## src/rtl/hack_cpu_instruction_step_assert.svh

```systemverilog
// assertion macros for the hack cpu instruction step block
`ifndef HACK_CPU_INSTRUCTION_STEP_ASSERT_SVH
`define HACK_CPU_INSTRUCTION_STEP_ASSERT_SVH

`ifndef SYNTH
`define HCIS_ASSERT_IMPL(label, clk, rst_n, ante, cons) \
    label: assert property (@(posedge clk) disable iff (!rst_n) (ante) |-> (cons)) \
        else $error("hcis assertion failed: same-cycle implication");
`define HCIS_ASSERT_NEXT(label, clk, rst_n, ante, cons) \
    label: assert property (@(posedge clk) disable iff (!rst_n) (ante) |=> (cons)) \
        else $error("hcis assertion failed: next-cycle implication");
`else
`define HCIS_ASSERT_IMPL(label, clk, rst_n, ante, cons)
`define HCIS_ASSERT_NEXT(label, clk, rst_n, ante, cons)
`endif

`endif

```

## src/rtl/hcis_pkg.sv

```systemverilog
// shared types and constants for the hack cpu instruction step block
`timescale 1ns / 1ps
`default_nettype none

package hcis_pkg;

    typedef logic [15:0] word_t;
    typedef logic [1:0]  status_t;

    localparam status_t ST_OK     = 2'd0;
    localparam status_t ST_BAD    = 2'd1;
    localparam status_t ST_RANGE  = 2'd2;
    localparam status_t ST_HALTED = 2'd3;

    localparam int unsigned CFG_ADDR_W = 3;
    localparam logic        CFG_PROGRAM_LENGTH = 1'b0;
    localparam word_t       PROGRAM_LENGTH_RST = 16'h8000;
    localparam word_t       A_LOAD_MASK = 16'h7FFF;

    // comp field codes (c1..c6)
    localparam logic [5:0] COMP_ZERO    = 6'h2A;
    localparam logic [5:0] COMP_ONE     = 6'h3F;
    localparam logic [5:0] COMP_NEG_ONE = 6'h3A;
    localparam logic [5:0] COMP_D       = 6'h0C;
    localparam logic [5:0] COMP_NOT_D   = 6'h0D;
    localparam logic [5:0] COMP_NEG_D   = 6'h0F;
    localparam logic [5:0] COMP_D_INC   = 6'h1F;
    localparam logic [5:0] COMP_D_DEC   = 6'h0E;
    localparam logic [5:0] COMP_Y       = 6'h30;
    localparam logic [5:0] COMP_NOT_Y   = 6'h31;
    localparam logic [5:0] COMP_NEG_Y   = 6'h33;
    localparam logic [5:0] COMP_Y_INC   = 6'h37;
    localparam logic [5:0] COMP_Y_DEC   = 6'h32;
    localparam logic [5:0] COMP_D_ADD_Y = 6'h02;
    localparam logic [5:0] COMP_D_SUB_Y = 6'h13;
    localparam logic [5:0] COMP_Y_SUB_D = 6'h07;
    localparam logic [5:0] COMP_D_AND_Y = 6'h00;
    localparam logic [5:0] COMP_D_OR_Y  = 6'h15;

    typedef struct packed {
        logic  ok;
        word_t res;
        logic  take;
    } alu_out_t;

    typedef struct packed {
        logic  re;
        word_t raddr;
        logic  we;
        word_t waddr;
        word_t wdata;
    } mem_req_t;

endpackage

`default_nettype wire

```

## src/rtl/hcis_alu.sv

```systemverilog
// hack alu with comp decode and jump condition
`timescale 1ns / 1ps
`default_nettype none

module hcis_alu import hcis_pkg::*;
(
    input  wire logic [5:0] comp,
    input  wire logic       use_m,
    input  wire logic [2:0] jbits,
    input  wire word_t      d,
    input  wire word_t      y,
    output alu_out_t        out
);

    word_t res;
    logic  known;
    logic  d_only;
    logic  neg;
    logic  zero;

    always_comb
    begin
        res    = '0;
        known  = 1'b1;
        d_only = 1'b0;
        unique case (comp)
            COMP_ZERO:    begin res = 16'h0000;        d_only = 1'b1; end
            COMP_ONE:     begin res = 16'h0001;        d_only = 1'b1; end
            COMP_NEG_ONE: begin res = 16'hFFFF;        d_only = 1'b1; end
            COMP_D:       begin res = d;               d_only = 1'b1; end
            COMP_NOT_D:   begin res = ~d;              d_only = 1'b1; end
            COMP_NEG_D:   begin res = 16'h0000 - d;    d_only = 1'b1; end
            COMP_D_INC:   begin res = d + 16'h0001;    d_only = 1'b1; end
            COMP_D_DEC:   begin res = d - 16'h0001;    d_only = 1'b1; end
            COMP_Y:       res = y;
            COMP_NOT_Y:   res = ~y;
            COMP_NEG_Y:   res = 16'h0000 - y;
            COMP_Y_INC:   res = y + 16'h0001;
            COMP_Y_DEC:   res = y - 16'h0001;
            COMP_D_ADD_Y: res = d + y;
            COMP_D_SUB_Y: res = d - y;
            COMP_Y_SUB_D: res = y - d;
            COMP_D_AND_Y: res = d & y;
            COMP_D_OR_Y:  res = d | y;
            default:      known = 1'b0;
        endcase
    end

    assign neg  = res[15];
    assign zero = (res == 16'h0000);

    assign out.ok   = known && !(d_only && use_m);
    assign out.res  = res;
    assign out.take = (jbits[2] && neg) || (jbits[1] && zero) || (jbits[0] && !neg && !zero);

endmodule

`default_nettype wire

```

## config.mk

```make
export PLATFORM = sky130hd
export DESIGN_NAME = hcis_alu
export DESIGN_NICKNAME = d
export VERILOG_FILES = /design/src/rtl/hack_cpu_instruction_step_assert.svh /design/src/rtl/hcis_pkg.sv /design/src/rtl/hcis_alu.sv
export SDC_FILE = /design/constraint.sdc
export NUM_CORES = 1
export LEC_CHECK = 0
export ABC_AREA = 1
export CORE_MARGIN = 3
export CORE_UTILIZATION = 50
export DETAILED_ROUTE_END_ITERATION = 10
export DONT_BUFFER_PORTS = 1
export PLACE_DENSITY = 0.7
export SYNTH_ARGS = -nofsm -noshare
export SYNTH_HDL_FRONTEND = slang
export SYNTH_SLANG_ARGS = --single-unit
```

## constraint.sdc

```tcl
create_clock -name vclk -period 4.45
set_input_delay 0.89 -clock vclk [all_inputs]
set_output_delay 0.89 -clock vclk [all_outputs]
set_load 0.03 [all_outputs]
```

==> metrics.cfg <==
[timing]
slew_violations=0
hold_violations=0
tns_ps=-2220
max_slew_margin=0.256
holdWs_ps=1980
timing.fmax_mhz=199
setup_ws_ps=-574
rsz0062_at_grt=true
period_needed_ps=5020
tightest_slew_ps=1110
setup_viol=9
period_share=1.13

[synth]
netlist_area_sq_um=4230
synth_fp_nets=944
synthCells=867
ys_seq_area_frac=0
yosysUniqueCellTypes=37
avgSynthCellArea_sq_um=4.88
yosysWarnings=0

[placement]
place.port_buffers=0
place_area_sq_um=5330
post-place-ws_ps=-544
place_inst=1092
place_congestion=1.01
dpl.hpwl_mm=14.5

[die]
die_x_um=98.0
die_h_um=98.0
num_rows=32
dieArea_sq_um=9610
core_sq_um=7970
start_util=0.531
pin_count=60

[final_layout]
final_core_util=0.725
final_nets=1081
final_area_sq_um=5770
regArea_sq_um=0
final_cell_mix=250 x nand2_1, 136 x buf_4, 110 x inv_1
layout_commonest_cell=nand2_1
nClkBuffers=0
seq_cell_count=0
antennaDiodeCount=0
drive_gt1_frac=0.244
syn2layout_area_growth_pct=36.4
fin_cells=1104

[drt]
drt_iter0_drc=593
num_vias=6385
finalWirelength_mm=18.0
drt-vias-per-instance=5.78
drc=0
wl_per_cell_um=16.3
antenna_left=0
drt_first_pass_iters=5

[pwr]
power_density_nw_per_um2=77.4
power.leakage_nw=3.17
power_uw=447
vdd_drop_max_uv=38.2

[setup_path]
cp.arrival_ps=4130
cp_slowest_cell=ha_1
critPathRequiredTime_ps=3560
crit_buf_inv=8
worstPathMaxFanout=3
worst_path_dominant_cell_family=simple AND/OR/NAND/NOR gates
cp_common_cell=inv_1
cpPeakStageDelay_ps=350
path_class=primary input to primary output
cp-end-kind=primary output
start_kind=primary input

[min_path]
min_path_type=primary input to primary output

[clocking]
postCtsHoldBufs=0

[grt]
grt.total_usage=0.349
grt_antenna_before_repair=0
grt_start_max_net_pins=20
grt_pass1_vias=5738
grt_overflow=0
grt_pass1_wl_mm=28.0

[outcome]
outcome=finished, violations left
violations=negative setup slack

[flow_run]
drv_cap=0

report_power, final:
part	switching (mW)	total, mW	internal (mW)
combinational	0.264	0.447	0.183
sequential	0	0	0
clock	0	0	0
final timing paths:
check  startpoint  endpoint  slack (ps)  depth (start not counted)
max          d[1]    out[0]        -570                         28
min      jbits[2]    out[0]        1980                          2
cell type report:
class              instances  area (sq um)
repair buffers           147          1140
well taps                102           128
fillers                  753          2190
multi-input cells        732          4030
inverters                123           469
cells in the mapped netlist, drive strengths merged:
master	count	share of area
a211oi	6	0.011
a21o	1	0.0018
a21oi	44	0.052
a221oi	5	0.010
a31oi	7	0.010
buf	8	0.014
clkbuf	4	0.0035
clkinv	2	0.0018
fa	2	0.0095
ha	33	0.098
inv	121	0.11
nand2	273	0.25
nand3	96	0.12
nand3b	3	0.0053
nand4	22	0.033
nor2	130	0.12
nor3	14	0.017
o211ai	7	0.012
o21a	1	0.0018
o21ai	69	0.085
o21bai	9	0.016
o221ai	2	0.0041
xnor2	4	0.0083
xor2	4	0.0083
metal layers:
metal | GRT usage | share of wire | vias up
li1 | - | - | 3141
met1 | 0.503 | 0.42 | 2831
met2 | 0.547 | 0.43 | 376
met3 | 0.0729 | 0.13 | 37
met4 | 0.0490 | 0.020 | 0
met5 | 0 | 0 | -
what timing repair did:
item	in CTS	in global routing
gates resized for setup	35	61
setup buffers	8	8
setup endpoints to repair	8	13
pin swaps	26	50
cell families (layout without fill, tap and decap cells):
group	Yosys count	in the layout	share of synthesized area
adders and majority gates	35	35	0.107
and+or+nand+nor	538	538	0.545
xor gates and xnor gates	8	8	0.0166
buffers and inverters	135	270	0.127
AOI/OAI and AO/OA	151	151	0.205
No activity file was read; power rests on OpenSTA's default activity.
