==> src/rtl/hack_cpu_instruction_step_assert.svh <==
// assertion macros for the hack cpu instruction step block
`ifndef HACK_CPU_INSTRUCTION_STEP_ASSERT_SVH
`define HACK_CPU_INSTRUCTION_STEP_ASSERT_SVH

`ifndef SYNTH
`define HCIS_ASSERT_IMPL(label, clk, rst_n, ante, cons) \
    label: assert property (@(posedge clk) disable iff (!rst_n) (ante) |-> (cons)) \
        else $error("hcis assertion failed: same-cycle implication");
`define HCIS_ASSERT_NEXT(label, clk, rst_n, ante, cons) \
    label: assert property (@(posedge clk) disable iff (!rst_n) (ante) |=> (cons)) \
        else $error("hcis assertion failed: next-cycle implication");
`else
`define HCIS_ASSERT_IMPL(label, clk, rst_n, ante, cons)
`define HCIS_ASSERT_NEXT(label, clk, rst_n, ante, cons)
`endif

`endif

==> src/rtl/hcis_pkg.sv <==
// shared types and constants for the hack cpu instruction step block
`timescale 1ns / 1ps
`default_nettype none

package hcis_pkg;

    typedef logic [15:0] word_t;
    typedef logic [1:0]  status_t;

    localparam status_t ST_OK     = 2'd0;
    localparam status_t ST_BAD    = 2'd1;
    localparam status_t ST_RANGE  = 2'd2;
    localparam status_t ST_HALTED = 2'd3;

    localparam int unsigned CFG_ADDR_W = 3;
    localparam logic        CFG_PROGRAM_LENGTH = 1'b0;
    localparam word_t       PROGRAM_LENGTH_RST = 16'h8000;
    localparam word_t       A_LOAD_MASK = 16'h7FFF;

    // comp field codes (c1..c6)
    localparam logic [5:0] COMP_ZERO    = 6'h2A;
    localparam logic [5:0] COMP_ONE     = 6'h3F;
    localparam logic [5:0] COMP_NEG_ONE = 6'h3A;
    localparam logic [5:0] COMP_D       = 6'h0C;
    localparam logic [5:0] COMP_NOT_D   = 6'h0D;
    localparam logic [5:0] COMP_NEG_D   = 6'h0F;
    localparam logic [5:0] COMP_D_INC   = 6'h1F;
    localparam logic [5:0] COMP_D_DEC   = 6'h0E;
    localparam logic [5:0] COMP_Y       = 6'h30;
    localparam logic [5:0] COMP_NOT_Y   = 6'h31;
    localparam logic [5:0] COMP_NEG_Y   = 6'h33;
    localparam logic [5:0] COMP_Y_INC   = 6'h37;
    localparam logic [5:0] COMP_Y_DEC   = 6'h32;
    localparam logic [5:0] COMP_D_ADD_Y = 6'h02;
    localparam logic [5:0] COMP_D_SUB_Y = 6'h13;
    localparam logic [5:0] COMP_Y_SUB_D = 6'h07;
    localparam logic [5:0] COMP_D_AND_Y = 6'h00;
    localparam logic [5:0] COMP_D_OR_Y  = 6'h15;

    typedef struct packed {
        logic  ok;
        word_t res;
        logic  take;
    } alu_out_t;

    typedef struct packed {
        logic  re;
        word_t raddr;
        logic  we;
        word_t waddr;
        word_t wdata;
    } mem_req_t;

endpackage

`default_nettype wire

==> src/rtl/hcis_cfg.sv <==
// apb configuration register file
`timescale 1ns / 1ps
`default_nettype none

module hcis_cfg import hcis_pkg::*;
(
    input  wire logic                  clk,
    input  wire logic                  rst_n,
    input  wire logic                  psel,
    input  wire logic                  penable,
    input  wire logic                  pwrite,
    input  wire logic [CFG_ADDR_W-1:0] paddr,
    input  wire logic [31:0]           pwdata,
    output logic      [31:0]           prdata,
    output logic                       pready,
    output word_t                      program_length
);

    word_t prog_len_reg;
    word_t prog_len_next;
    logic  reg_sel;
    logic  wr_en;

    assign pready  = 1'b1;
    assign reg_sel = (paddr[2] == CFG_PROGRAM_LENGTH);
    assign wr_en   = psel && penable && pwrite && pready;

    always_comb
    begin
        prog_len_next = prog_len_reg;
        if (wr_en && reg_sel)
        begin
            prog_len_next = pwdata[15:0];
        end
    end

    always_ff @(posedge clk or negedge rst_n)
    begin
        if (!rst_n)
        begin
            prog_len_reg <= PROGRAM_LENGTH_RST;
        end
        else
        begin
            prog_len_reg <= prog_len_next;
        end
    end

    assign prdata         = reg_sel ? {16'h0000, prog_len_reg} : 32'h0000_0000;
    assign program_length = prog_len_reg;

endmodule

`default_nettype wire

==> config.mk <==
export PLATFORM = sky130hd
export DESIGN_NAME = hcis_cfg
export DESIGN_NICKNAME = d
export VERILOG_FILES = /design/src/rtl/hack_cpu_instruction_step_assert.svh /design/src/rtl/hcis_pkg.sv /design/src/rtl/hcis_cfg.sv
export SDC_FILE = /design/constraint.sdc
export NUM_CORES = 1
export LEC_CHECK = 0
export ABC_CLOCK_PERIOD_IN_PS = 1300
export BUFFER_PORTS_ARGS = -buffer_cell sky130_fd_sc_hd__buf_2
export CAP_MARGIN = 5
export CORE_UTILIZATION = 39
export CTS_BUF_LIST = sky130_fd_sc_hd__clkbuf_2
export DETAILED_ROUTE_END_ITERATION = 7
export GPL_ROUTABILITY_DRIVEN = 1
export PLACE_DENSITY = 0.86
export SETUP_SLACK_MARGIN = 0.4
export SYNTH_ARGS = -nofsm -noshare
export SYNTH_HDL_FRONTEND = slang
export SYNTH_SLANG_ARGS = --single-unit
export TNS_END_PERCENT = 50
==> constraint.sdc <==
create_clock -name clk -period 1.3 [get_ports clk]
set_input_delay 0.26 -clock clk [delete_from_list [all_inputs] [get_ports clk]]
set_output_delay 0.26 -clock clk [all_outputs]
set_load 0.05 [all_outputs]
==> impl_metrics.tcl <==
set metrics [dict create \
    leakage_nw 0.849 \
    drtAntennaViolNets 0 \
    r2r_setup_slack_ns 0.13 \
    grt_overflow 0 \
    hp-start "pwdata[8]" \
    drc 0 \
    syn_to_final_growth_pct 82.4 \
    diodes 0 \
    grt_start_max_net_pins 17 \
    cts_made_buffers 3 \
    min_period_ns 1.38 \
    clkPwrFrac_pct 8.4 \
    violations "negative setup slack" \
    cp_cell_sequence "and2b_4 -> buf_8" \
    grt_pass1_vias 783 \
    drt_iter0_drc 6 \
    start_util_pct 41.1 \
    dieArea_sq_mm 0.00251 \
    io_buffers 53 \
    pwr-share-comb_pct 64.0 \
    grtUsageTotal_pct 20.6 \
    num_io_pins 89 \
    cp_max_fo 2 \
    cpMaxStageDelayCell "dfstp_2" \
    drive_gt1_share_pct 86.0 \
    hold_path_end "program_length[8]$_DFFE_PN0P_" \
    multi_input_area_sq_um 503 \
    arrival_ns 1.12 \
    drt_first_pass_iters 4 \
    root_buffer "clkbuf_2" \
    antenna_found_initial 0 \
    final_cells 164 \
    worstHoldPathType "in -> reg" \
    gp_congestion 0.648 \
    p_per_area_mw_per_mm2 1670 \
    rr_endpoint "program_length[1]$_DFFE_PN0P_" \
    reg2reg_from "program_length[1]$_DFFE_PN0P_" \
    period_share_pct 106 \
    layout_commonest_cell "buf_2" \
    dp.cells 150 \
    ir_drop_v 0.000870 \
    vias 734 \
    clkTransAtPathRegs_ns 0.18 \
    clkLatencyLatePin_ns 0.29 \
    drv_cap 0 \
    cts_num_sinks 16 \
    p_int_w 0.00147 \
    htreeDepth 1 \
    cts_tree "done" \
    finalNetCount 177 \
    yosys_warnings 0 \
    seqPwrFrac_pct 27.6 \
    status "finished, violations left" \
    clock.fmax_ghz 0.725 \
    synth_cells 70 \
    postLayoutCoreUtil_pct 75.0 \
    layout_common_cells "buf_2, buf_6, conb_1, buf_8, dfrtp_2" \
    start_kind "register" \
    totalNegativeSetupSlack_ns -0.254 \
    largest_reg_flops 16 \
    regArea_sq_um 420 \
    whs_ns 0.185 \
    hold_viol 0 \
    postLayoutSetupSlackWorst_ns -0.0788 \
    grt_pass1_wl_mm 3.67 \
    ys_seq_elements 16 \
    rsz0062_at_grt "true" \
    max_stage_delay_ns 0.56 \
    placeableCoreArea_sq_mm 0.00219 \
    die_h_um 50.1 \
    hold_depth 2 \
    dpl.hpwl_mm 1.41 \
    sw_frac_of_total_pct 46.4 \
    routed_wl_mm 2.71 \
    crit_required_ns 1.04 \
    syn_area_sq_um 901 \
    yosysUniqueCellTypes 11 \
    synth_area_per_cell_sq_um 12.9 \
    rows 17 \
    dp_slack_ns 0.0230 \
    end_kind "output pin" \
    switching_power_w 0.00127 \
    drv_slew 0 \
    ff2ff_path_depth 4 \
    routedWlPerCell_um 16.5 \
    via_per_inst 4.48 \
    die_w_um 50.1 \
    fillers 126 \
    seq_area_frac_synth_pct 44.6 \
    ctsLongestPathBuffers 2 \
    finalSetupViolCount 7 \
    critPathKind "reg -> out" \
    skew_ns 0 \
]
how the worst max path moves through the flow:
stage	slack (ns)	to	startpoint
after CTS	-0.1	prdata[15]	program_length[15]$_DFFE_PN1P_
after global placement	0.04	program_length[13]$_DFFE_PN0P_	paddr[2]
final	-0.08	prdata[15]	program_length[15]$_DFFE_PN1P_
after floorplan	0.06	prdata[15]	program_length[15]$_DFFE_PN1P_
after detailed placement	0.02	program_length[10]$_DFFE_PN0P_	paddr[2]
after global routing	-0.13	prdata[15]	program_length[15]$_DFFE_PN1P_
power by group through the flow:
stage | registers, W | logic (W) | clock network, W
after detailed placement | 0.000727 | 0.00129 | 0
after global placement | 0.000711 | 0.00127 | 0
after floorplan | 0.00111 | 0.000681 | 0
after global routing | 0.000768 | 0.00180 | 0.000259
final | 0.000755 | 0.00175 | 0.000230
after CTS | 0.000746 | 0.00162 | 0.000230
critical path: cells and delay by family (launching register included):
kind          cells  cell delay [ns]
buf+inv           1             0.14
flops             1             0.56
simple gates      1             0.15
area by class of cell:
cell class                 instances  area share [%]
clock inverter                     1           0.228
multi-input combinational         50            30.6
tap                               28            2.13
sequential                        16            25.6
timing repair buffer              66            40.5
clock buffer                       3           0.914
synth_stat cells:
| cell type | count | share of area (%) |
|---|---|---|
| mux2_4 | 10 | 17 |
| buf_4 | 17 | 14 |
| and2b_1 | 6 | 5.0 |
| nand4b_4 | 1 | 2.6 |
| buf_6 | 1 | 1.2 |
| mux2_2 | 6 | 7.5 |
| conb_1 | 2 | 0.83 |
| dfstp_2 | 1 | 2.9 |
| dfrtp_1 | 15 | 42 |
| nor2b_1 | 10 | 6.9 |
| clkbuf_1 | 1 | 0.42 |
cells by family (layout without fill, tap and decap cells):
family | count (synthesis) | count (layout) | share of synthesized area, %
multiplexers | 16 | 16 | 24.2
buffers and inverters | 19 | 70 | 15.8
AND/OR/NAND/NOR | 17 | 17 | 14.6
other | 2 | 17 | 0.834
flip-flops | 16 | 16 | 44.6
layer usage:
metal	wire (um)	GRT usage (%)
met3	140	4.63
met4	19	8.57
met5	0	0
met1	925	19.7
met2	1620	40.7
what timing repair did:
item / 4_1_cts / 5_1_grt
buffers inserted: 4 / 5
setup endpoints to repair: 48 / 48
resized for setup: 74 / 12
hold buffers: 1 / 0
endpoints found under the hold margin: 15 / 0
stage by stage:
step / cell area [sq um] / power, W
after floorplan: 1070 / 0.00179
after global placement: 1270 / 0.00198
after detailed placement: 1270 / 0.00201
after CTS: 1570 / 0.00260
after global routing: 1640 / 0.00283
final: 1640 / 0.00274
Note: power is estimated with default switching activity, not from simulation.
